File: config.mk
export PLATFORM = sky130hd
export DESIGN_NAME = ntfs_rem_unit
export DESIGN_NICKNAME = d
export VERILOG_FILES = /design/src/hdl/ntfs_pkg.sv /design/src/hdl/ntfs_rem_unit.sv
export SDC_FILE = /design/constraint.sdc
export NUM_CORES = 1
export LEC_CHECK = 0
export BUFFER_PORTS_ARGS = -buffer_cell sky130_fd_sc_hd__buf_2
export CORE_MARGIN = 1.5
export CORE_UTILIZATION = 40
export DETAILED_ROUTE_END_ITERATION = 8
export PLACE_DENSITY = 0.64
export SKIP_CTS_REPAIR_TIMING = 1
export SLEW_MARGIN = 20
export SYNTH_ARGS = -nofsm -noshare
export SYNTH_HDL_FRONTEND = slang
export SYNTH_SLANG_ARGS = --single-unit
File: constraint.sdc
create_clock -name clk -period 3.2 [get_ports clk]
set_clock_uncertainty 0.1 [all_clocks]
set_input_delay 0.64 -clock clk [delete_from_list [all_inputs] [get_ports clk]]
set_output_delay 0.64 -clock clk [all_outputs]
set_load 0.005 [all_outputs]
File: src/hdl/ntfs_pkg.sv
// shared types, constants and helpers for the noise texture fill and sample block
package ntfs_pkg;

    localparam int DEF_TEXTURE_SIDE = 32;
    localparam int DEF_SLOT_COUNT   = 16;

    localparam int DIVIDEND_W     = 32;
    localparam int MODULUS_W      = 9;
    localparam int REM_CNT_W      = 5;
    localparam int FRAC_W         = 16;
    localparam int COORD_W        = 24;
    localparam int CHAN_W         = 9;
    localparam int SPREAD_W       = 8;
    localparam int TEXEL_W        = 24;
    localparam int CFG_SLOT_W     = 4;
    localparam int CFG_INDEX_W    = 8;
    localparam int CFG_DATA_W     = 24;
    localparam int IN_SLOT_W      = 5;
    localparam int SLOT_CMP_W     = 7;

    localparam logic [31:0] LCG_SEED_MUL = 32'd1103515245;
    localparam logic [31:0] LCG_SEED_ADD = 32'd12345;
    localparam logic [31:0] LCG_MUL      = 32'd1664525;
    localparam logic [31:0] LCG_ADD      = 32'd1013904223;
    localparam logic [7:0]  CHANNEL_MAX  = 8'd255;

    localparam logic [CFG_INDEX_W-1:0] CFG_DEFAULT_SLOT = 8'd0;
    localparam logic [CFG_INDEX_W-1:0] CFG_SCROLL_SLOT  = 8'd1;
    localparam logic [CFG_INDEX_W-1:0] CFG_OFFSET_U     = 8'd2;
    localparam logic [CFG_INDEX_W-1:0] CFG_OFFSET_V     = 8'd3;

    localparam logic FUNC_FILL   = 1'b0;
    localparam logic FUNC_SAMPLE = 1'b1;

    typedef enum logic [2:0] {
        S_IDLE,
        S_FILL_STEP,
        S_FILL_DIV,
        S_SAMP_IDX,
        S_SAMP_ADDR,
        S_SAMP_READ,
        S_RESULT
    } state_t;

    typedef struct packed {
        logic busy;
        logic done;
    } rem_status_t;

    function automatic logic [7:0] clamp_channel(input logic signed [10:0] c);
        logic [7:0] r;
        if (c < 0)
            r = 8'd0;
        else if (c > 11'sd255)
            r = CHANNEL_MAX;
        else
            r = c[7:0];
        return r;
    endfunction

endpackage

File: src/hdl/ntfs_rem_unit.sv
// restoring remainder unit, one quotient bit per cycle
module ntfs_rem_unit
    import ntfs_pkg::*;
(
    input  logic                  clk,
    input  logic                  rst_n,
    input  logic                  start,
    input  logic [DIVIDEND_W-1:0] dividend,
    input  logic [MODULUS_W-1:0]  modulus,
    output rem_status_t           status,
    output logic [MODULUS_W-1:0]  remainder
);

    logic [DIVIDEND_W-1:0] shift_reg;
    logic [MODULUS_W-1:0]  rem_reg;
    logic [REM_CNT_W-1:0]  cnt_reg;
    logic                  busy_reg;
    logic                  done_reg;
    logic [MODULUS_W:0]    trial;
    logic [MODULUS_W:0]    diff;

    assign trial = {rem_reg, shift_reg[DIVIDEND_W-1]};
    assign diff  = trial - {1'b0, modulus};

    always_ff @(posedge clk or negedge rst_n)
    begin
        if (!rst_n)
        begin
            busy_reg <= 1'b0;
            done_reg <= 1'b0;
            cnt_reg  <= '0;
        end
        else if (start)
        begin
            busy_reg <= 1'b1;
            done_reg <= 1'b0;
            cnt_reg  <= '0;
        end
        else if (busy_reg)
        begin
            cnt_reg <= cnt_reg + 1'b1;
            if (cnt_reg == REM_CNT_W'(DIVIDEND_W - 1))
            begin
                busy_reg <= 1'b0;
                done_reg <= 1'b1;
            end
        end
        else
        begin
            done_reg <= 1'b0;
        end
    end

    always_ff @(posedge clk)
    begin
        if (start)
        begin
            shift_reg <= dividend;
            rem_reg   <= '0;
        end
        else if (busy_reg)
        begin
            shift_reg <= {shift_reg[DIVIDEND_W-2:0], 1'b0};
            if (trial >= {1'b0, modulus})
                rem_reg <= diff[MODULUS_W-1:0];
            else
                rem_reg <= trial[MODULUS_W-1:0];
        end
    end

    assign status.busy = busy_reg;
    assign status.done = done_reg;
    assign remainder   = rem_reg;

endmodule

==> impl_metrics.env <==
export IMPL_ant_nets=0
export IMPL_min_period_ps=2700
export IMPL_wirelength_um=4860
export IMPL_powerDensity_mw_per_mm2=559
export IMPL_start_util=0.410
export IMPL_clk_pin_slew_ps=90
export IMPL_finalSetupViolCount=0
export IMPL_ir_drop_v=0.000274
export IMPL_synth_cell_area_mm2=0.00259
export IMPL_fin_crit_sh=0.842
export IMPL_yosysUniqueCellTypes=48
export IMPL_drive_gt1_frac=0.387
export IMPL_ys_warn_count=0
export IMPL_grt_pass1_wl_um=8220
export IMPL_cp_required_ps=3270
export IMPL_mappedNetlistNets=269
export IMPL_portBuffers=54
export IMPL_cp_startpoint="shift_reg[31]"
export IMPL_cts_tree="done"
export IMPL_cp_start_kind="register"
export IMPL_cts_root_buf="clkbuf_8"
export IMPL_clk_latency_ps=290
export IMPL_tns_ps=0
export IMPL_largest_register_ffs=32
export IMPL_max_cap_violations=0
export IMPL_p_clk_frac=0.254
export IMPL_fp_dieArea_mm2=0.00697
export IMPL_grt_setup_unrepaired="false"
export IMPL_slew_headroom=0.671
export IMPL_antenna_found_initial=0
export IMPL_synth_top_cell_area_share=0.371
export IMPL_grt_max_degree=33
export IMPL_final_area_mm2=0.00302
export IMPL_r2r_start="shift_reg[31]"
export IMPL_crit_path_max_incr_delay_ps=420
export IMPL_synth_top_flop_cell="edfxtp_1"
export IMPL_crit_path_end_kind="register"
export IMPL_fill_cells=604
export IMPL_leakage_nw=1.37
export IMPL_ys_seq_area_frac=0.508
export IMPL_fin_cells=343
export IMPL_async_flop_share=0.146
export IMPL_num_rows=29
export IMPL_core_mm2=0.00631
export IMPL_place_gp_congestion=0.824
export IMPL_p_seq_frac=0.467
export IMPL_cp_max_fo=15
export IMPL_switching_share=0.287
export IMPL_slowest_stage="fa_1"
export IMPL_vias=1786
export IMPL_avgSynthCellArea_um2=12.2
export IMPL_hold_class="in2async"
export IMPL_synth_most_common_cell="edfxtp_1"
export IMPL_synth_area_top_cells="edfxtp_1, mux2_2, dfxtp_1"
export IMPL_p_int_mw=1.21
export IMPL_worstPathCellList="inv_1 > ha_1 > inv_1 > fa_1 > a211oi_1 > o21ai_1 > a22oi_4 > mux2i_1 > a211oi_1"
export IMPL_die_width_um=83.5
export IMPL_synth_edf_count=32
export IMPL_drv_slew=0
export IMPL_ios=55
export IMPL_cts_buffers=5
export IMPL_status="finished clean"
export IMPL_overflow=0
export IMPL_areaGrowthSynthToFinish_pct=16.7
export IMPL_grt_use_total=0.146
export IMPL_antenna_cells=0
export IMPL_wl_per_cell_um=14.2
export IMPL_die_h_um=83.5
export IMPL_hold_viol=0
export IMPL_crit_arrival_ps=2760
export IMPL_cts_sinks=48
export IMPL_synth_commonest_cells="edfxtp_1, mux2_2, nor2_1"
export IMPL_p_sw_uw=485
export IMPL_cts_path_max_buffers=2
export IMPL_finalNetCount=321
export IMPL_placed_cells=335
export IMPL_detail_route_first_pass_iterations=4
export IMPL_grt_pass1_vias=1765
export IMPL_ys_seq_elements=48
export IMPL_route_detailed_drc=0
export IMPL_synth_top_cell_by_area="edfxtp_1"
export IMPL_final_util=0.479
export IMPL_viasPerCell=5.21
export IMPL_drt_iter0_drc=95
export IMPL_postSynthCellCount=213
export IMPL_placed_cell_area_mm2=0.00292
export IMPL_comb_power_share=0.279
export IMPL_h_tree_depth=2
export IMPL_tightestPinTransition_ps=494
export IMPL_clock_fmax_mhz=371
export IMPL_dp_hpwl_um=3510
export IMPL_crit_type="reg2reg"
==> metrics by stage <==
| stage | worst slack [ps] | total power [mW] | hold slack (ps) |
|---|---|---|---|
| 2_1_floorplan | 573 | 1.16 | 244 |
| 3_3_place_gp | 305 | 1.27 | 385 |
| 3_5_place_dp | 265 | 1.28 | 384 |
| 4_1_cts | 519 | 1.71 | 64.8 |
| 5_1_grt | 291 | 1.79 | 61.8 |
| 6_report | 505 | 1.69 | 66.9 |
==> cell type report <==
| cell class | count | area, µm² | share of cell area |
|---|---|---|---|
| clock buffers | 6 | 72.6 | 0.0240 |
| clock inverters | 2 | 35.0 | 0.0116 |
| inverters | 13 | 48.8 | 0.0161 |
| multi-input cells | 140 | 1160 | 0.384 |
| flip-flops and latches | 48 | 1320 | 0.435 |
| well taps | 77 | 96.3 | 0.0319 |
| repair buffers | 57 | 293 | 0.0968 |
==> routing by layer <==
| layer | GRT usage | routed length (µm) |
|---|---|---|
| met4 | 0.0447 | 48 |
| met1 | 0.202 | 2350 |
| met3 | 0.0435 | 275 |
| met5 | 0 | 0 |
| met2 | 0.222 | 2190 |
==> kinds of logic after synthesis <==
family | after synthesis | share of synthesized area
AOI/OAI and AO/OA | 33 | 0.0990
xor gates and xnor gates | 7 | 0.0237
adders and majority gates | 12 | 0.0608
buffers and inverters | 25 | 0.0435
DFF | 48 | 0.508
muxes | 37 | 0.158
and+or+nand+nor | 51 | 0.107
==> path summary, 6_finish.rpt <==
check,endpoint,slack (ps),cells after the start
max reg2reg,remainder[1],500,9
min in group clk,cnt_reg[4],440,2
max,remainder[1],500,9
min,cnt_reg[3],70,1
max in group asynchronous,cnt_reg[4],2780,1
min reg2reg,cnt_reg[4],440,2
==> power by group through the flow <==
stage               clock, mW  combinational [mW]  sequential, mW
finish                  0.430               0.472           0.790
global route            0.462               0.522           0.802
CTS                     0.441               0.473           0.791
detailed placement          0               0.471           0.804
global placement            0               0.468           0.804
floorplan                   0               0.364           0.792
==> placed cells by master (no fill, tap or decap), types with 3 or more instances in the layout <==
| cell | n |
|---|---|
| a211oi_1 | 4 |
| a21oi_1 | 3 |
| buf_2 | 54 |
| buf_4 | 3 |
| clkbuf_8 | 5 |
| dfrtp_1 | 7 |
| dfxtp_1 | 9 |
| edfxtp_1 | 32 |
| ha_1 | 11 |
| inv_1 | 13 |
| mux2_2 | 31 |
| mux2i_1 | 6 |
| nand2_1 | 9 |
| nand2b_1 | 3 |
| nand3_1 | 3 |
| nand4_1 | 3 |
| nor2_1 | 21 |
| o211ai_1 | 3 |
| o21ai_0 | 6 |
| xnor2_1 | 3 |
| xor2_1 | 4 |
==> critical path: cells and delay by family, from the launching register on <==
| family | cells | cell delay, ps |
|---|---|---|
| compound gates | 4 | 1100 |
| flops | 1 | 410 |
| buf+inv | 2 | 120 |
| mux | 1 | 270 |
| fa+ha+maj | 2 | 570 |
Note: power is estimated with default switching activity, not from simulation.
